File: src/tpsp_pkg.sv
// ----------------------------------------------------------------------------
// tpsp_pkg
// Shared types and constants of the three-phase sine PWM generator.
// ----------------------------------------------------------------------------
package tpsp_pkg;

	localparam int TABLE_LEN_DEF = 1800;
	localparam int SUB_STEPS     = 10000;

	localparam int IDX_W    = 11;
	localparam int SAMPLE_W = 16;
	localparam int CMP_W    = 9;
	localparam int STEP_W   = 22;
	localparam int GAIN_W   = 17;
	localparam int OFF_W    = 32;

	// V/f gain: g = clamp(floor(|step| * 2048 / 3375), 6554, 65536)
	localparam logic [GAIN_W-1:0] GAIN_ONE   = 17'd65536;
	localparam logic [GAIN_W-1:0] GAIN_MIN   = 17'd6554;
	localparam logic [STEP_W-1:0] MAG_SAT    = 22'd108000;
	localparam logic [20:0]       GAIN_RECIP = 21'd1272582;
	localparam logic [11:0]       GAIN_DIV   = 12'd3375;

	// (GAIN_ONE - 0) * 32767, the blend offset while the gain is zero
	localparam logic [OFF_W-1:0] OFF_RST = 32'h7FFF_0000;

	localparam logic [CMP_W-1:0]    CMP_SPAN = 9'd493;
	localparam logic [CMP_W-1:0]    CMP_BASE = 9'd4;
	localparam logic [SAMPLE_W-1:0] CMP_FULL = 16'hFFFF;

	localparam logic ACT_TICK  = 1'b0;
	localparam logic ACT_WRITE = 1'b1;

	localparam logic [1:0] LANE_A = 2'd0;
	localparam logic [1:0] LANE_B = 2'd1;
	localparam logic [1:0] LANE_C = 2'd2;

	typedef struct packed {
		logic                action;
		logic [IDX_W-1:0]    table_index;
		logic [SAMPLE_W-1:0] table_value;
	} tpsp_req_t;

	typedef struct packed {
		logic [CMP_W-1:0] compare_a;
		logic [CMP_W-1:0] compare_b;
		logic [CMP_W-1:0] compare_c;
	} tpsp_res_t;

	typedef struct packed {
		logic       valid;
		logic [1:0] lane;
	} tpsp_tok_t;

	typedef struct packed {
		logic              busy;
		logic [GAIN_W-1:0] gain;
		logic [OFF_W-1:0]  offset;
	} tpsp_cfg_t;

endpackage

File: src/tpsp_scale.sv
// ----------------------------------------------------------------------------
// tpsp_scale
// Sample pipeline: gain blend toward mid-scale, then map onto 4..497.
// One sample per cycle, tagged with its phase lane.
// ----------------------------------------------------------------------------
module tpsp_scale
	import tpsp_pkg::*;
(
	input  logic                clk,
	input  logic                arst_n,
	input  tpsp_tok_t           tok,
	input  logic [SAMPLE_W-1:0] sample,
	input  logic [GAIN_W-1:0]   gain,
	input  logic [OFF_W-1:0]    offset,
	output tpsp_tok_t           tok_out,
	output logic [CMP_W-1:0]    cmp
);

	tpsp_tok_t         tok_s1;
	tpsp_tok_t         tok_s2;
	tpsp_tok_t         tok_s3;
	tpsp_tok_t         tok_s4;
	logic [15:0]       x_s2;
	logic [24:0]       y_s3;
	logic [CMP_W-1:0]  cmp_s4;

	logic [32:0]       gs;
	logic [33:0]       sum;
	logic [24:0]       y;
	logic [CMP_W-1:0]  yq;
	logic [16:0]       ylo;
	logic [CMP_W-1:0]  q;

	assign gs  = gain * sample;
	assign sum = {1'b0, gs} + {2'b00, offset};
	assign y   = x_s2 * CMP_SPAN;
	assign yq  = y_s3[24:16];
	assign ylo = {1'b0, y_s3[15:0]} + {8'd0, yq};
	assign q   = yq + {8'd0, (ylo >= {1'b0, CMP_FULL})};

	always_ff @(posedge clk or negedge arst_n) begin
		if (!arst_n) begin
			tok_s1 <= '0;
			tok_s2 <= '0;
			tok_s3 <= '0;
			tok_s4 <= '0;
		end else begin
			tok_s1 <= tok;
			tok_s2 <= tok_s1;
			tok_s3 <= tok_s2;
			tok_s4 <= tok_s3;
		end
	end

	always_ff @(posedge clk) begin
		x_s2   <= sum[31:16];
		y_s3   <= y;
		cmp_s4 <= q + CMP_BASE;
	end

	assign tok_out = tok_s4;
	assign cmp     = cmp_s4;

endmodule

File: config.mk
export PLATFORM = sky130hd
export DESIGN_NAME = tpsp_scale
export DESIGN_NICKNAME = d
export VERILOG_FILES = /design/src/tpsp_pkg.sv /design/src/tpsp_scale.sv
export SDC_FILE = /design/constraint.sdc
export NUM_CORES = 1
export LEC_CHECK = 0
export BUFFER_PORTS_ARGS = -buffer_cell sky130_fd_sc_hd__buf_4
export CAP_MARGIN = 20
export CORE_UTILIZATION = 27
export DETAILED_ROUTE_END_ITERATION = 16
export PLACE_DENSITY = 0.46
export SLEW_MARGIN = 15
export SYNTH_ARGS = -nofsm -noshare
export SYNTH_HDL_FRONTEND = slang
export SYNTH_SLANG_ARGS = --single-unit
File: constraint.sdc
create_clock -name clk -period 11 [get_ports clk]
set_input_delay 0 -clock clk [delete_from_list [all_inputs] [get_ports clk]]
set_output_delay 0 -clock clk [all_outputs]
set_load 0.005 [all_outputs]
### Yosys cells after proc, flatten, opt, wreduce, memory -nomap -nowiden

Cells that the tools add are included.
W data, S select, Z words.

| word-level totals | value |
|---|---|
| output and inout bits | 12 |
| bits in latches | 0 |
| logic and storage cells | 18 |
| memories | 0 |
| bits in read-only memories | 0 |
| RAM bits | 0 |
| register bits after elaboration | 62 |

| cells by class | value |
|---|---|
| shift-type cells | 0 |
| multiply operators | 2 |
| reduce and logical (&&, ||, !) cells | 0 |
| order comparisons | 1 |
| multiplexer cells | 0 |
| equality and inequality tests | 0 |
| bitwise gates (word level) | 0 |
| div/mod/pow operators | 0 |
| add/sub/neg operators | 4 |

Operators with widths:

| kind | number |
|---|---|
| $add A32 B32 Y32 | 1 |
| $mul A17 B16 Y32 | 1 |
| $mul A16 B9 Y25 const B | 1 |
| $add A16 B9 Y17 | 1 |
| $ge A17 B16 Y1 const B | 1 |
| $add A9 B1 Y9 | 1 |
| $add A9 B3 Y9 const B | 1 |

### Logic depth before layout (Yosys ltp)

Gate-level depths: netlist of run 1.

| logic depth | value |
|---|---|
| word-level depth | 4 |
| gate-level depth with buffers | 22 |
| gate-level depth less buffers | 21 |

### Worst setup path before layout of run 1

Ideal clock, no wire load.

| timing path | value |
|---|---|
| path type | input to register |
| start point | input gain[10] |
| end point | register x_s2[14] |
| stages | 17 |
| setup time | 0.137 ns |
| arrival | 4.958 ns |
| slack | 5.904 ns |
| data required time | 10.863 ns |
| path buffers | 1 |
| path through | clkbuf_1 -> nand2_1 -> fa_1 -> fa_1 -> fa_1 -> fa_1 -> inv_1 -> fa_1 -> fa_1 -> ha_1 -> a2111oi_2 -> o21ai_1 -> a22oi_1 -> nor3_1 -> nand3b_4 -> a221oi_2 -> a311oi_1 |

| on the way | value |
|---|---|
| longest elaborated chain between the ends | 2 |

Ends and longest elaborated chain:

| element | line | RTL |
|---|---|---|
| start: declaration | tpsp_scale.sv:13 | `input logic [GAIN_W-1:0] gain,` |
| $mul A17 B16 Y32 | tpsp_scale.sv:34 | `assign gs = gain * sample;` |
| $add A32 B32 Y32 | tpsp_scale.sv:35 | `assign sum = {1'b0, gs} + {2'b00, offset};` |
| named net sum[30] | tpsp_scale.sv:28 | `logic [33:0] sum;` |
| end signal: assignment | tpsp_scale.sv:56 | `x_s2 <= sum[31:16];` |
| end: declaration | tpsp_scale.sv:23 | `logic [15:0] x_s2;` |

The timed path passes the listed nets, and every way through them passes these cells.

### Final worst setup path of run 1

| timing path | value |
|---|---|
| start point | input gain[7] |
| end point | register x_s2[14] |

The elaborated chain is that of the path after synthesis.

==> results of run 1 <==
worst min-delay path by stage:
stage,start,endpoint,slack [ns],cells past startpoint
2_1_floorplan,arst_n,tok_out[0],-0.30,0
3_3_place_gp,arst_n,tok_out[1],-0.16,1
3_5_place_dp,arst_n,tok_out[1],-0.16,1
4_1_cts,arst_n,tok_out[1],0.03,2
5_1_grt,arst_n,tok_out[1],0.05,2
6_report,arst_n,tok_s3[1],0.04,2
flip-flops by register name, indices dropped and copies added, names as in the netlist:
register	count
cmp	9
tok_out	3
tok_s3	3
tok_s1	3
y_s3	25
x_s2	16
tok_s2	3
metal layers:
metal  vias to the layer above  wire, um
li1                       4772         -
met4                         0       303
met2                       161     16100
met1                      4911     17400
met3                        19       866
met5                         -         0
synth_stat cells, drive strengths merged (12+ instances only):
master  instances  area [um2]
xnor2          37         324
nand3          14        70.1
a21oi          44         224
a21o           13        97.6
xor2           12         105
ha            163        2040
dfxtp          50        1000
and2          119         744
dfrtp          12         300
inv           412        1550
o21ai          30         150
nor2           17        63.8
clkbuf         37         139
fa            305        6110
nand2         185         694
cell families (layout without fill, tap and decap cells):
| kind of cell | after synthesis | after routing | synth area share |
|---|---|---|---|
| xor+xnor | 49 | 49 | 0.0298 |
| fa+ha+maj | 468 | 468 | 0.565 |
| mux | 2 | 2 | 0.00139 |
| flops | 62 | 62 | 0.0903 |
| buf+inv | 449 | 513 | 0.117 |
| simple gates | 383 | 383 | 0.131 |
| compound gates | 139 | 139 | 0.0652 |
per-stage QoR:
stage | cell area, um2 | setup slack (ns)
4_1_cts | 16100 | 5.73
2_1_floorplan | 14400 | 5.90
6_report | 16100 | 5.74
5_1_grt | 16100 | 5.47
3_3_place_gp | 15700 | 5.40
3_5_place_dp | 15700 | 5.39
worst max-delay path, delay by kind of cell:
family,cells,cell delay [ns]
AOI/OAI and AO/OA,5,1.27
adders and majority gates,7,3.35
buffers and inverters,3,0.29
and+or+nand+nor,3,0.54
final cells by class:
class | instances | area, um2
clock inverter | 7 | 103
fill | 5565 | 36500
tap | 688 | 861
sequential | 62 | 1300
timing repair buffer | 85 | 648
inverter | 412 | 1550
clock buffer | 9 | 225
multi-input combinational | 1041 | 11400
==> flow_summary.toml, run 1 <==
[run_status]
status = "complete, no violations"

[setup_path]
r2r-end = "y_s3[23]"
worstSetupStartpointType = "input port"
crit_start = "gain[7]"
cp_slowest_stage_delay_ns = 0.55
worst_r2r_path_depth = 16
r2r-start = "x_s2[0]"
crit_top_cell = "fa_1"
regToRegSetupSlack_ns = 6.54
slowest_stage = "fa_1"
worst-path-max-fanout = 16
cp.arrival_ns = 5.45
crit_end = "x_s2[14]"
path_class = "in -> reg"
path_cells = "buf_4, and2_1, fa_1, inv_1, fa_1, fa_1, fa_1, inv_1, fa_1, fa_1, ha_1, a2111oi_2, o21ai_1, a22oi_1, nor3_1, nand3b_4, a221oi_2, a311oi_1"
cp.required_ns = 11.19
end_kind = "flop"

[clocking]
numCtsBuffers = 9
root_buffer = "clkbuf_16"
htree_levels = 3
clockBufferDepth = 2
clk_latency_ns = 0.33
ctsResizeCount = 0
postCtsSetupBuffers = 0
postCtsHoldBufs = 4
cts.sinks = 62
clkTransAtPathRegs_ns = 0.06
cts_tree = "done"

[timing]
drv_slew = 0
hold_viol_final = 0
whs_ns = 0.0408
post-route-min-period_ns = 5.26
clock_skew_ns = 0.00939
clock.fmax_mhz = 190
setup_viol = 0
period_share = 0.478
setup-tns-final_ns = 0
worstMarginPinSlew_ns = 0.632
slew_headroom = 0.575
rsz0062_at_grt = "false"

[yosys]
yosysSeqAreaShare = 0.0903
yosysWarnings = 0
synthDistinctLibCells = 57
syn_area_per_cell_um2 = 9.29
async_reset_ff_frac = 0.194
synth-seq-cells = 62
syn_inst = 1552
syn_nets = 2090
synth-main-ff-cell = "dfxtp_1"
synth_area_mm2 = 0.0144
synth-edff-count = 0

[routing]
finalWirelength_um = 34700
drcViolationCount = 0
vias_per_cell = 4.28
dr.first_iter.drc_count = 309
vias = 9863
drtAntennaViolNets = 0
drtPass1Iterations = 4
wire_per_inst_um = 15.0

[cells_and_area]
nets = 2149
syn2layout_area_growth_pct = 11.8
antennaDiodeCount = 0
mostFrequentLayoutCell = "inv_1"
drive_gt1_frac = 0.0687
final_cell_mix = "inv_1, fa_1, nand2_1"
finalNonFillerCells = 2304
finish.utilization = 0.306

[flow_run]
drv_cap = 0

[placed_design]
place_hpwl_um = 29700
dp_cells = 2284
gp_congestion = 0.833
port_buffers = 81

[floorplanning]
core_mm2 = 0.0527
fp.dieH_um = 233
die-area_mm2 = 0.0543
fp-row-count = 84
die_w_um = 233
start_util = 0.274
ioPinCount = 82

[grt]
grt_max_degree = 18
grt_pass1_wl_um = 57400
use_met1 = 0.191
first_global_vias = 10800
grt-ovfl-total = 0
grt_busiest_layer = "met2"
globalRouteMet3Util = 0.0118
met2_usage = 0.223
antenna_found_initial = 0
grt_usage = 0.134

[worst_hold_path]
min_path_type = "in -> async"
Power of run 1 is not shown: default switching activity piles up to over one toggle a cycle in this logic, so the estimate is an artifact.
==> run 2: changes to the inputs <==
--- a/config.mk
+++ b/config.mk
@@ -5,6 +5,7 @@
 export SDC_FILE = /design/constraint.sdc
 export NUM_CORES = 1
 export LEC_CHECK = 0
+export ABC_AREA = 1
 export BUFFER_PORTS_ARGS = -buffer_cell sky130_fd_sc_hd__buf_4
 export CAP_MARGIN = 20
 export CORE_UTILIZATION = 27
==> constraint.sdc (replaced) <==
create_clock -name clk -period 5.5 [get_ports clk]
set_input_delay 0 -clock clk [delete_from_list [all_inputs] [get_ports clk]]
set_output_delay 0 -clock clk [all_outputs]
set_load 0.005 [all_outputs]
==> run 2 against run 1 <==
  * Worst hold slack got worse by 0.020 ns
  * First-iteration DRC count up 41%
  * Count of clock-buffer cells in the layout did not move
  * Synthesized cell count rose by 26%
  * Final cell count is 19% higher
==> flow_summary.toml, run 2 <==
[run_status]
status = "complete, no violations"

[routing]
drtPass1Iterations = 5
finalWirelength_um = 39400
vias = 11700
drtAntennaViolNets = 0
dr.first_iter.drc_count = 437
vias_per_cell = 4.26
wire_per_inst_um = 14.3
drcViolationCount = 0

[cells_and_area]
mostFrequentLayoutCell = "inv_1"
final_cell_mix = "inv_1, nand2_1, fa_1"
finalNonFillerCells = 2744
design_area_mm2 = 0.0171
drive_gt1_frac = 0.0629
syn2layout_area_growth_pct = 10.8
num-fill-cells = 6202
nets = 2521
top_register = "y_s3"
antennaDiodeCount = 0
largest_register_ffs = 25

[grt]
use_met1 = 0.196
grt_max_degree = 18
grt_pass1_wl_um = 67500
met2_usage = 0.260
grt_busiest_layer = "met2"
grt-ovfl-total = 0
antenna_found_initial = 0
globalRouteMet3Util = 0.0112
grt_usage = 0.147
first_global_vias = 13200

[yosys]
synth-main-ff-cell = "dfxtp_1"
syn_inst = 1950
ys_top_cells_by_area = "fa_1, inv_1, ha_1, nand2_1, dfxtp_1"
synth_top_cell_area_share = 0.396
syn_area_per_cell_um2 = 7.92
yosysWarnings = 0
synthDistinctLibCells = 40
synth_area_mm2 = 0.0154
synth-edff-count = 0
async_reset_ff_frac = 0.194
synth.largest_area_cell = "fa_1"
yosysSeqAreaShare = 0.0843
syn_nets = 2488
yosysMostFrequentCell = "inv_1"
synth-seq-cells = 62
synthTopCellsByCount = "inv_1, nand2_1, fa_1"

[floorplanning]
start_util = 0.274
fp-row-count = 87
core_mm2 = 0.0564
die-area_mm2 = 0.0581
fp.dieH_um = 241
ioPinCount = 82
die_w_um = 241

[setup_path]
end_kind = "flop"
path_class = "in -> reg"
worst-path-max-fanout = 17
worst_r2r_path_depth = 14
cp.arrival_ns = 5.22
worstSetupStartpointType = "input port"
r2r-end = "y_s3[20]"
r2r-start = "x_s2[9]"
cp.required_ns = 5.73
regToRegSetupSlack_ns = 1.56

[timing]
post-route-min-period_ns = 4.99
clock_skew_ns = 0.0156
whs_ns = 0.0213
rsz0062_at_grt = "false"
slew_headroom = 0.712
worstMarginPinSlew_ns = 0.431
period_share = 0.907
clock.fmax_mhz = 200
setup-tns-final_ns = 0
drv_slew = 0
hold_viol_final = 0
setup_viol = 0

[clocking]
numCtsBuffers = 9
clockBufferDepth = 2
root_buffer = "clkbuf_16"
cts.sinks = 62
clk_latency_ns = 0.35
htree_levels = 3
clkTransAtPathRegs_ns = 0.06
cts_tree = "done"

[flow_run]
drv_cap = 0

[placed_design]
gp_congestion = 0.839
dp_cells = 2724
place_hpwl_um = 34200
port_buffers = 81
placed_area_mm2 = 0.0168

[worst_hold_path]
min_path_type = "in -> async"
==> run 2: changes by cell type in the layout (fill, tap and decap cells not counted), sizes merged, moves of 8 or more <==
| cell | previous run | this run |
|---|---|---|
| and2 | 119 | 0 |
| nand3 | 14 | 45 |
| nor2 | 17 | 71 |
| nand2 | 185 | 448 |
| xnor2 | 37 | 18 |
| xor2 | 12 | 23 |
| a21oi | 44 | 52 |
| inv | 416 | 601 |
==> run 2: critical path, cell delays in order <==
cell and delay (ns):
buf_4 0.20, nand2_1 0.09, inv_1 0.05, fa_1 0.55, inv_1 0.06, fa_1 0.47, inv_1 0.05, fa_1 0.51
fa_1 0.52, fa_1 0.54, inv_1 0.05, fa_1 0.53, inv_1 0.04, ha_1 0.34, a21oi_1 0.27, o21ai_0 0.22
nand2_1 0.11, nand3_1 0.09, a31oi_1 0.31, nand2_1 0.09, nand2_1 0.07, nand2_1 0.05
==> run 2: area by class of cell <==
| class | count | area (um2) | area share |
|---|---|---|---|
| Inverter | 598 | 2240 | 0.131 |
| Sequential cell | 62 | 1300 | 0.0761 |
| Timing Repair Buffer | 87 | 663 | 0.0388 |
| Multi-Input combinational cell | 1225 | 11600 | 0.681 |
| Clock buffer | 9 | 225 | 0.0132 |
| Clock inverter | 7 | 80.1 | 0.00468 |
| Tap cell | 756 | 946 | 0.0553 |
==> run 2: what timing repair did <==
action	CTS	global route
setup buffers	0	0
endpoints found under the setup margin	0	0
resized for setup	0	0
hold buffers	4	0
hold endpoints to repair	15	0
==> run 2: kinds of logic (layout without fill, tap and decap cells) <==
logic type | Yosys count | after routing | share of synthesized area
adder cells (fa/ha/maj) | 468 | 468 | 0.528
buffers and inverters | 663 | 701 | 0.161
XOR/XNOR | 41 | 41 | 0.0242
AND/OR/NAND/NOR | 600 | 600 | 0.158
flip-flops | 62 | 62 | 0.0843
AO/OA/AOI/OAI | 116 | 116 | 0.0440
==> run 2: per-stage QoR <==
stage / worst slack, ns / util
3_5_place_dp: 0.133 / 0.297
4_1_cts: 0.493 / 0.303
2_1_floorplan: 0.426 / -
3_3_place_gp: 0.141 / 0.297
6_report: 0.510 / 0.303
5_1_grt: 0.208 / 0.303
==> run 2: worst max path at each step <==
stage	slack, ns	to	depth (start not counted)	startpoint
4_1_cts	0.49	x_s2[12]	22	sample[15]
5_1_grt	0.21	x_s2[14]	21	sample[15]
2_1_floorplan	0.43	x_s2[15]	23	gain[10]
6_report	0.51	x_s2[12]	22	sample[12]
3_3_place_gp	0.14	x_s2[12]	22	sample[15]
3_5_place_dp	0.13	x_s2[12]	22	sample[12]
==> run 2: routing by layer <==
| metal | vias to the layer above | part of all wire |
|---|---|---|
| li1 | 5659 | - |
| met2 | 211 | 0.48 |
| met5 | - | 0 |
| met3 | 34 | 0.031 |
| met1 | 5772 | 0.47 |
| met4 | 0 | 0.013 |
Power of run 2 is left out for the same reason.
