File: src/tpsp_pkg.sv
// ----------------------------------------------------------------------------
// tpsp_pkg
// Shared types and constants of the three-phase sine PWM generator.
// ----------------------------------------------------------------------------
package tpsp_pkg;

	localparam int TABLE_LEN_DEF = 1800;
	localparam int SUB_STEPS     = 10000;

	localparam int IDX_W    = 11;
	localparam int SAMPLE_W = 16;
	localparam int CMP_W    = 9;
	localparam int STEP_W   = 22;
	localparam int GAIN_W   = 17;
	localparam int OFF_W    = 32;

	// V/f gain: g = clamp(floor(|step| * 2048 / 3375), 6554, 65536)
	localparam logic [GAIN_W-1:0] GAIN_ONE   = 17'd65536;
	localparam logic [GAIN_W-1:0] GAIN_MIN   = 17'd6554;
	localparam logic [STEP_W-1:0] MAG_SAT    = 22'd108000;
	localparam logic [20:0]       GAIN_RECIP = 21'd1272582;
	localparam logic [11:0]       GAIN_DIV   = 12'd3375;

	// (GAIN_ONE - 0) * 32767, the blend offset while the gain is zero
	localparam logic [OFF_W-1:0] OFF_RST = 32'h7FFF_0000;

	localparam logic [CMP_W-1:0]    CMP_SPAN = 9'd493;
	localparam logic [CMP_W-1:0]    CMP_BASE = 9'd4;
	localparam logic [SAMPLE_W-1:0] CMP_FULL = 16'hFFFF;

	localparam logic ACT_TICK  = 1'b0;
	localparam logic ACT_WRITE = 1'b1;

	localparam logic [1:0] LANE_A = 2'd0;
	localparam logic [1:0] LANE_B = 2'd1;
	localparam logic [1:0] LANE_C = 2'd2;

	typedef struct packed {
		logic                action;
		logic [IDX_W-1:0]    table_index;
		logic [SAMPLE_W-1:0] table_value;
	} tpsp_req_t;

	typedef struct packed {
		logic [CMP_W-1:0] compare_a;
		logic [CMP_W-1:0] compare_b;
		logic [CMP_W-1:0] compare_c;
	} tpsp_res_t;

	typedef struct packed {
		logic       valid;
		logic [1:0] lane;
	} tpsp_tok_t;

	typedef struct packed {
		logic              busy;
		logic [GAIN_W-1:0] gain;
		logic [OFF_W-1:0]  offset;
	} tpsp_cfg_t;

endpackage

File: src/tpsp_gain.sv
// ----------------------------------------------------------------------------
// tpsp_gain
// Phase step register: reduces the step modulo the accumulator range and
// derives the V/f amplitude gain and its blend offset in the MUL, FIX and OFF states.
// ----------------------------------------------------------------------------
module tpsp_gain
	import tpsp_pkg::*;
#(
	parameter int TABLE_LEN = TABLE_LEN_DEF
) (
	input  logic                                    clk,
	input  logic                                    arst_n,
	input  logic                                    cfg_we,
	input  logic [STEP_W-1:0]                       cfg_wdata,
	output tpsp_cfg_t                               cfg,
	output logic [$clog2(TABLE_LEN*SUB_STEPS)-1:0] step_red
);

	localparam int AW      = $clog2(TABLE_LEN * SUB_STEPS);
	localparam int RW      = ((AW > STEP_W) ? AW : STEP_W) + 1;
	localparam int ACC_MOD = TABLE_LEN * SUB_STEPS;

	localparam logic [1:0] GS_IDLE = 2'd0;
	localparam logic [1:0] GS_MUL  = 2'd1;
	localparam logic [1:0] GS_FIX  = 2'd2;
	localparam logic [1:0] GS_OFF  = 2'd3;

	localparam logic signed [RW-1:0] MOD_S = RW'(ACC_MOD);

	logic [1:0]              gstate_q;
	logic signed [RW-1:0]    step_q;
	logic                    red_busy_q;
	logic [STEP_W-1:0]       mag_q;
	logic                    sat_q;
	logic [37:0]             prod_q;
	logic [GAIN_W-1:0]       gain_q;
	logic [OFF_W-1:0]        off_q;

	logic [STEP_W-1:0]       mag;
	logic [37:0]             mul;
	logic [GAIN_W-1:0]       qe;
	logic [28:0]             qe_x;
	logic [29:0]             rem;
	logic [GAIN_W-1:0]       q;
	logic [GAIN_W-1:0]       g;
	logic [GAIN_W-1:0]       inv;

	assign mag  = cfg_wdata[STEP_W-1] ? (~cfg_wdata + 1'b1) : cfg_wdata;
	assign mul  = mag_q[16:0] * GAIN_RECIP;
	assign qe   = prod_q[37:21];
	assign qe_x = qe * GAIN_DIV;
	assign rem  = {2'b00, mag_q[16:0], 11'd0} - {1'b0, qe_x};
	assign q    = (rem >= {18'd0, GAIN_DIV}) ? (qe + 1'b1) : qe;
	assign g    = sat_q ? GAIN_ONE : ((q < GAIN_MIN) ? GAIN_MIN : q);
	assign inv  = GAIN_ONE - gain_q;

	always_ff @(posedge clk or negedge arst_n) begin
		if (!arst_n) begin
			gstate_q   <= GS_IDLE;
			step_q     <= '0;
			red_busy_q <= 1'b0;
			gain_q     <= '0;
			off_q      <= OFF_RST;
		end else if (cfg_we) begin
			gstate_q   <= GS_MUL;
			step_q     <= {{(RW-STEP_W){cfg_wdata[STEP_W-1]}}, cfg_wdata};
			red_busy_q <= 1'b1;
		end else begin
			if (red_busy_q) begin
				if (step_q[RW-1]) begin
					step_q <= step_q + MOD_S;
				end else if (step_q >= MOD_S) begin
					step_q <= step_q - MOD_S;
				end else begin
					red_busy_q <= 1'b0;
				end
			end
			case (gstate_q)
				GS_MUL: begin
					gstate_q <= GS_FIX;
				end
				GS_FIX: begin
					gain_q   <= g;
					gstate_q <= GS_OFF;
				end
				GS_OFF: begin
					off_q    <= {inv[16:0], 15'd0} - {15'd0, inv};
					gstate_q <= GS_IDLE;
				end
				default: begin
					gstate_q <= GS_IDLE;
				end
			endcase
		end
	end

	always_ff @(posedge clk) begin
		if (cfg_we) begin
			mag_q <= mag;
			sat_q <= (mag >= MAG_SAT);
		end
		if (gstate_q == GS_MUL) begin
			prod_q <= mul;
		end
	end

	assign cfg.busy   = (gstate_q != GS_IDLE) || red_busy_q;
	assign cfg.gain   = gain_q;
	assign cfg.offset = off_q;
	assign step_red   = step_q[AW-1:0];

endmodule

File: config.mk
export PLATFORM = sky130hd
export DESIGN_NAME = tpsp_gain
export DESIGN_NICKNAME = d
export VERILOG_FILES = /design/src/tpsp_pkg.sv /design/src/tpsp_gain.sv
export SDC_FILE = /design/constraint.sdc
export NUM_CORES = 1
export LEC_CHECK = 0
export ABC_CLOCK_PERIOD_IN_PS = 8300
export BUFFER_PORTS_ARGS = -buffer_cell sky130_fd_sc_hd__buf_2
export CORE_MARGIN = 3
export CORE_UTILIZATION = 55
export DETAILED_ROUTE_END_ITERATION = 10
export PLACE_DENSITY = 0.76
export SLEW_MARGIN = 20
export SYNTH_ARGS = -nofsm -noshare
export SYNTH_HDL_FRONTEND = slang
export SYNTH_SLANG_ARGS = --single-unit
File: constraint.sdc
create_clock -name clk -period 8.3 [get_ports clk]
set_input_delay 1.245 -clock clk [delete_from_list [all_inputs] [get_ports clk]]
set_output_delay 1.245 -clock clk [all_outputs]
set_load 0.02 [all_outputs]
# == After elaboration in Yosys (flattened, before gate mapping) ==
# Index checks and enable logic that the tools add are counted.
# classes
eq_ne,3
n_mux,14
reduce_logical,7
n_addsub,7
bitwise_logic,2
order_cmp,4
multipliers,2
# op_table
operator,count
26-bit two-way mux,4
17-bit two-way mux,3
"17-bit by 20-bit multiplier with 37-bit output, second input constant",1
32-bit by 17-bit subtractor with 32-bit output,1
"30-bit by 12-bit >= comparator with 1-bit output, second input constant",1
28-bit by 29-bit subtractor with 30-bit output,1
"17-bit by 12-bit multiplier with 29-bit output, second input constant",1
"26-bit adder, second input constant",1
"26-bit >= comparator, second input constant",1
"26-bit subtractor, second input constant",1
"22-bit by 1-bit adder with 22-bit output, second input constant",1
"22-bit by 17-bit >= comparator with 1-bit output, second input constant",1
22-bit two-way mux,1
22-bit NOT,1
"17-bit by 1-bit adder with 17-bit output, second input constant",1
"17-bit by 13-bit < comparator with 1-bit output, second input constant",1
"17-bit subtractor, first input constant",1
2-bit AND reduction,3
"2-bit == test, second input constant",2
1-bit two-way mux,4
2-bit case mux with 2 select lines,1
2-bit nonzero test,2
3-bit nonzero test,1
"2-bit by 1-bit == test with 1-bit output, second input constant",1
3 further kinds,3
# totals
wordCells,48
ff_bits,133
input_bits,25

# == Logic depth before layout (Yosys ltp) ==
# Gate-level depths: netlist (run 1).
# logic_depth
ltp_word,7
depth_mapped,25
ltp_nobuf,23

# == Worst setup path after synthesis (run 1) ==
# OpenSTA, ideal clock, no wires.
# synth_path
path_type,register -> register
from,register prod_q[32]
to,register gain_q[11]
stages_incl_launch_ff,25
arrival_time_ns,6.676
required_time_ns,8.208
period_less_slack_ns,6.768
n_path_buf,1
path_slack_ns,1.532
cell_sequence,edfxtp_1 inv_1 fa_1 inv_1 fa_1 inv_1 fa_1 fa_1 inv_1 fa_1 inv_1 ha_1 a21oi_1 a32o_1 or3_1 a21o_1 o221a_2 a2111oi_2 nand4_1 or3_1 a311oi_1 nor2_1 or2_2 clkbuf_2 o31ai_2
# synth_via
elab_chain_len,7
# synth_lines
item,line_no,rtl
from (decl),tpsp_gain.sv:35,logic [37:0] prod_q;
from (signal assigned),tpsp_gain.sv:103,prod_q <= mul;
17-bit by 12-bit multiplier with 29-bit output,tpsp_gain.sv:51,assign qe_x = qe * GAIN_DIV;
28-bit by 29-bit subtractor with 30-bit output,tpsp_gain.sv:52,"assign rem = {2'b00, mag_q[16:0], 11'd0} - {1'b0, qe_x};"
30-bit by 12-bit >= comparator with 1-bit output,tpsp_gain.sv:53,"assign q = (rem >= {18'd0, GAIN_DIV}) ? (qe + 1'b1) : qe;"
17-bit two-way mux (*),tpsp_gain.sv:53,
17-bit by 13-bit < comparator with 1-bit output,tpsp_gain.sv:54,assign g = sat_q ? GAIN_ONE : ((q < GAIN_MIN) ? GAIN_MIN : q);
17-bit two-way mux (*) (2 in series),tpsp_gain.sv:54,
to (signal assigned),tpsp_gain.sv:83,gain_q <= g;
to (decl),tpsp_gain.sv:36,logic [GAIN_W-1:0] gain_q;
# Every way passes the cells marked *; elsewhere a longest branch is shown, timed or not.
# A chain may end at the register's enable or synchronous reset.

# == Final worst setup path (run 1) ==
# layout_path
from,register prod_q[29]
to,register gain_q[3]
# The elaborated chain is that of the path after synthesis.

==> impl_metrics.yaml, run 1 <==
global_routing:
  grt_pass1_wl_um: 74100
  gr-total-overflow: 0
  first_global_vias: 14600
  antenna_found_initial: 0
  grtUsageTotal_pct: 25.7
  grt_start_max_net_pins: 79
timing:
  rsz0062_at_grt: "false"
  tightestPinTransition_ps: 1010
  slew_headroom_pct: 32.3
  period_share_pct: 93.2
  fin_skew_ps: 11.4
  period_needed_ps: 7740
  drv_slew: 0
  final_hold_viol_count: 0
  fmax_ghz: 0.129
  setup_tns_ps: 0
  setup_viol: 0
placed_design:
  portBuffers: 99
  gp_congestion: 0.975
  placed_cells: 2397
  hpwl_um: 35900
floorplan:
  die_x_um: 187
  fp.dieH_um: 187
  io_pins: 100
  core_area_um2: 32000
  rows: 65
  die_area_um2: 35000
  initial_core_util_pct: 56.4
final_layout:
  fin_cells: 2430
  area_growth_pct: 7.84
  final_nets: 2497
  fin_util_pct: 60.8
  drive_above_1_share_pct: 10.8
  diodes: 0
hold_path:
  holdPathStages: 2
  hp-start: "off_q[31]"
  hold_path_class: "register to register"
logic_synthesis:
  postSynthNetCount: 2435
  synth_cell_types: 90
  synth_seq_cells: 113
  yosys_most_used_dff: "dfrtp_1"
  synth-edff-count: 35
  ys_top_cells_by_area: "fa_1, ha_1, dfrtp_1, inv_1, edfxtp_1"
  ys_seq_area_share_pct: 16.8
  async_flop_share_pct: 69.0
  yosysWarnings: 0
  syn_inst: 1920
  netlist_top_cells_count: "inv_1, ha_1, fa_1, nand2_1, o21ai_0"
  synth_area_um2: 18000
  synth.avg_cell_area_um2: 9.39
  yosysTopAreaCell: "fa_1"
  post-synth-top-count-cell: "inv_1"
  synth_top_area_share_pct: 21.8
routing:
  drtIter0Drc: 976
  wire_per_inst_um: 18.2
  postRouteAntennaNets: 0
  vias: 14100
  drt_wl_total_um: 44200
  vias_per_cell: 5.78
  drc: 0
  first_pass_iters: 7
clocking:
  cts_setup_buffers: 0
  root_buffer: "clkbuf_16"
  clk_pin_slew_ps: 60
  cts_tree: "yes"
  cts-buffers-inserted: 17
  clock_sinks: 113
  hold_buffers: 0
  clock_path_buffers: 2
  cts_resized: 0
  insertion_delay_ps: 430
  htreeDepth: 4
worst_setup_path:
  cp.required_ps: 8630
  ff2ff_path_depth: 23
  crit_start: "prod_q[29]"
  crit_arrival_ps: 8070
  cp-end-kind: "register"
  cp_max_fo: 12
  worstSetupPathType: "register to register"
  critPathLaunchType: "register"
  r2r_start: "prod_q[29]"
job:
  max_cap_violations: 0
run_status:
  run_status: "completed"
## final cells by class
cell class                 count  area, um^2
multi-input combinational   1392       13300
inverter                     344        1290
clock buffer                  24         514
sequential                   113        3020
clock inverter                 8        97.6
fill                        2654       12500
timing repair buffer         114         631
tap                          435         544
## cells by family (layout without fill, tap and decap cells)
kind of cell	Yosys count	after routing	share of synthesized area [%]
muxes	28	28	1.70
adders and majority gates	490	490	42.2
buffers and inverters	415	490	9.25
xor gates and xnor gates	115	115	5.59
AOI/OAI and AO/OA	348	348	13.1
DFF	113	113	16.8
and+or+nand+nor	411	411	11.4
## worst paths after layout
path / end / slack (ps)
worst min-delay path: off_q[31] / 470
min in group asynchronous: off_q[31] / 760
max in group asynchronous: off_q[17] / 6900
worst max register to register: gain_q[3] / 560
worst max-delay path: gain_q[3] / 560
worst min register to register: off_q[31] / 470
## critical path: stages, from the launching register on
cell and delay (ps):
edfxtp_1 580, inv_1 390, fa_1 490, ha_1 290, inv_1 50, fa_1 490
inv_1 50, fa_1 470, inv_1 60, fa_1 520, inv_1 40, ha_1 390
and4_1 300, and4_1 210, o311ai_1 630, a211oi_1 180, mux2_2 340, a211oi_1 250
nand3_1 170, or3_1 550, a311oi_1 350, nor2_1 150, or2_2 450, o31ai_2 230
## stage by stage
step                setup WS [ps]  instance area (um^2)  hold slack [ps]
CTS                           636                 19400              476
finish                        563                 19400              470
global placement              855                 18800              455
global route                  235                 19400              500
detailed placement            696                 18800              465
floorplan                    1530                 18000              505
## per-layer routing
| layer | GRT usage [%] | part of all wire [%] | wire [um] |
|---|---|---|---|
| met2 | 42.9 | 48 | 21300 |
| met4 | 7.18 | 2.6 | 1150 |
| met1 | 33.9 | 43 | 18800 |
| met3 | 5.64 | 6.7 | 2950 |
| met5 | 0 | 0 | 0 |
## flip-flops by register name, summed over array words and instances, names as in the netlist
register    cells
sat_q           1
mag_q          17
step_q         26
gain_q         17
gstate_q        2
prod_q         17
off_q          32
red_busy_q      1
## placed cells by master, fill, tap and decap left out, types with 19 or more instances in the layout
cell,netlist,routed
mux2_2,21,21
o21ai_0,96,96
xor2_1,34,34
nor3_1,29,29
a211oi_1,19,19
ha_1,294,294
o21a_1,19,19
a21o_1,28,28
dfrtp_1,63,63
xnor2_1,81,81
fa_1,196,196
clkbuf_16,0,19
nor2_1,70,70
a21oi_1,69,69
nand2_1,140,139
nand3_1,41,41
buf_2,6,98
inv_1,343,343
edfxtp_1,35,35
Power of run 1 is left out: the tool's default activity adds up to more than one toggle a clock period on the data nets, which glitch-free logic cannot reach.
==> run 2: changes to the inputs <==
--- a/config.mk
+++ b/config.mk
@@ -5,7 +5,7 @@
 export SDC_FILE = /design/constraint.sdc
 export NUM_CORES = 1
 export LEC_CHECK = 0
-export ABC_CLOCK_PERIOD_IN_PS = 8300
+export ABC_CLOCK_PERIOD_IN_PS = 8500
 export BUFFER_PORTS_ARGS = -buffer_cell sky130_fd_sc_hd__buf_2
 export CORE_MARGIN = 3
 export CORE_UTILIZATION = 55
==> constraint.sdc (replaced) <==
create_clock -name clk -period 8.5 [get_ports clk]
set_input_delay 1.275 -clock clk [delete_from_list [all_inputs] [get_ports clk]]
set_output_delay 1.275 -clock clk [all_outputs]
set_load 0.02 [all_outputs]
==> run 2 against run 1 <==
  * Worst setup slack better by 190 ps
  * Count of clock-buffer cells in the layout is 1 higher
  * Flip-flop and latch count stayed put
  * Final area is 0.33% lower
  * Global-route usage is 0.57 points lower
  * Cell count is 0.21% lower
  * Die area stayed put
  * Clock skew is 5.1 ps lower
  * Critical path depth stayed put
  * Core utilization is 0.20 points lower
  * Maximum frequency is 0.11% lower
  * Critical endpoint is now gain_q[12]
==> impl_metrics.yaml, run 2 (synthesized netlist as in run 1, its figures left out) <==
placed_design:
  hpwl_um: 35100
  post-place-ws_ps: 792
  gp_congestion: 0.982
  portBuffers: 99
worst_setup_path:
  worstSetupPathType: "register to register"
  cp.required_ps: 8820
  crit_arrival_ps: 8070
  path_cells: "inv_1, fa_1, inv_1, fa_1, inv_1, fa_1, fa_1, inv_1, fa_1, inv_1, ha_1, a21oi_1, a32o_1, or3_1, a21o_1, o221a_2, a2111oi_2, nand4_1, or3_1, a311oi_1, nor2_1, or2_2, o31ai_2"
  cp-end-kind: "register"
  ff2ff_path_depth: 23
  cp.buffers_inverters: 5
  critPathTopFamily: "adder cells"
  ff2ff_setup_slack_ps: 760
  r2r-end: "gain_q[12]"
  r2r_start: "prod_q[32]"
  slowest_stage: "or3_1"
  crit_start: "prod_q[32]"
  cp_max_fo: 12
  critPathLaunchType: "register"
  max_stage_delay_ps: 600
timing:
  layout_setup_ws_ps: 755
  setup_viol: 0
  drv_slew: 0
  holdWs_ps: 474
  rsz0062_at_grt: "false"
  fmax_ghz: 0.129
  setup_tns_ps: 0
  period_needed_ps: 7740
  final_hold_viol_count: 0
  fin_skew_ps: 6.30
  slew_headroom_pct: 30.8
  period_share_pct: 91.1
  tightestPinTransition_ps: 1040
global_routing:
  grtUsageTotal_pct: 25.1
  grt_util_met1_pct: 35.0
  busiest_layer: "met2"
  grt_start_max_net_pins: 79
  first_global_vias: 14200
  use_met2_pct: 41.6
  antenna_found_initial: 0
  gr-total-overflow: 0
  grtUsageMet3_pct: 3.82
  grt_pass1_wl_um: 72700
hold_path:
  hold_path_class: "register to register"
  hp-start: "off_q[31]"
  holdPathStages: 2
  hold_path_end: "off_q[31]"
final_layout:
  final_nets: 2492
  diodes: 0
  layout_commonest_cell: "inv_1"
  fillCellCount: 2673
  fin_util_pct: 60.6
  layout_common_cells: "inv_1, ha_1, fa_1"
  reg_top3: "off_q: 32 flops, step_q: 26 flops"
  area_growth_pct: 7.48
  drive_above_1_share_pct: 10.6
  largest_reg_flops: 32
  largest_register: "off_q"
routing:
  vias: 14000
  drtIter0Drc: 1123
  drt_wl_total_um: 43100
  postRouteAntennaNets: 0
  vias_per_cell: 5.76
  drc: 0
  wire_per_inst_um: 17.8
  first_pass_iters: 5
clocking:
  cts_resized: 0
  insertion_delay_ps: 420
  root_buffer: "clkbuf_16"
  clock_path_buffers: 2
  cts_tree: "yes"
  htreeDepth: 4
  hold_buffers: 0
  cts_setup_buffers: 0
  clk_pin_slew_ps: 60
  clock_sinks: 113
  cts-buffers-inserted: 17
floorplan:
  fp.dieH_um: 187
  die_area_um2: 35000
  core_area_um2: 32000
  die_x_um: 187
  io_pins: 100
  initial_core_util_pct: 56.4
  rows: 65
run_status:
  run_status: "completed"
job:
  max_cap_violations: 0
[run 2: cell count changes in the layout (fill, tap and decap cells not counted), sizes merged]
cell / before / now
inv: 345 / 346
buf: 114 / 109
clkinv: 5 / 4
clkbuf: 24 / 25
bufinv: 2 / 1
[run 2: layer usage]
layer  share of wire (%)  wire length [um]  vias to the layer above
li1                    -                 -                     6548
met1                  44             19000                     6884
met2                  48             20600                      461
met3                 6.0              2610                       75
met4                 2.1               918                        0
met5                   0                 0                        -
[run 2: layout make-up]
cell class	count	area, um^2	area share, %
timing repair buffer	109	573	2.96
inverter	344	1290	6.67
tap	435	544	2.81
sequential	113	3020	15.6
multi-input combinational	1392	13300	68.8
clock inverter	7	66.3	0.342
clock buffer	25	538	2.78
[run 2: worst reg2reg max path, cell delays in order, from the launching register on]
cell	delay, ps
edfxtp_1	560
inv_1	290
fa_1	600
inv_1	50
fa_1	500
inv_1	50
fa_1	460
fa_1	490
inv_1	50
fa_1	520
inv_1	40
ha_1	400
a21oi_1	160
a32o_1	280
or3_1	390
a21o_1	210
o221a_2	310
a2111oi_2	210
nand4_1	280
or3_1	600
a311oi_1	380
nor2_1	160
or2_2	440
o31ai_2	210
[run 2: how the worst max path moves through the flow]
stage,endpoint,slack [ps],depth (start not counted)
finish,gain_q[12],760,23
global route,gain_q[7],370,23
CTS,gain_q[11],810,23
detailed placement,gain_q[12],790,23
global placement,gain_q[3],1010,23
floorplan,gain_q[11],1730,24
[run 2: stage by stage]
stage / cells / area (um^2)
detailed placement: 2393 / 18800
global placement: 2393 / 18800
finish: 2425 / 19400
global route: 2425 / 19400
floorplan: 1920 / 18000
CTS: 2425 / 19400
Power of run 2 is left out for the same reason.
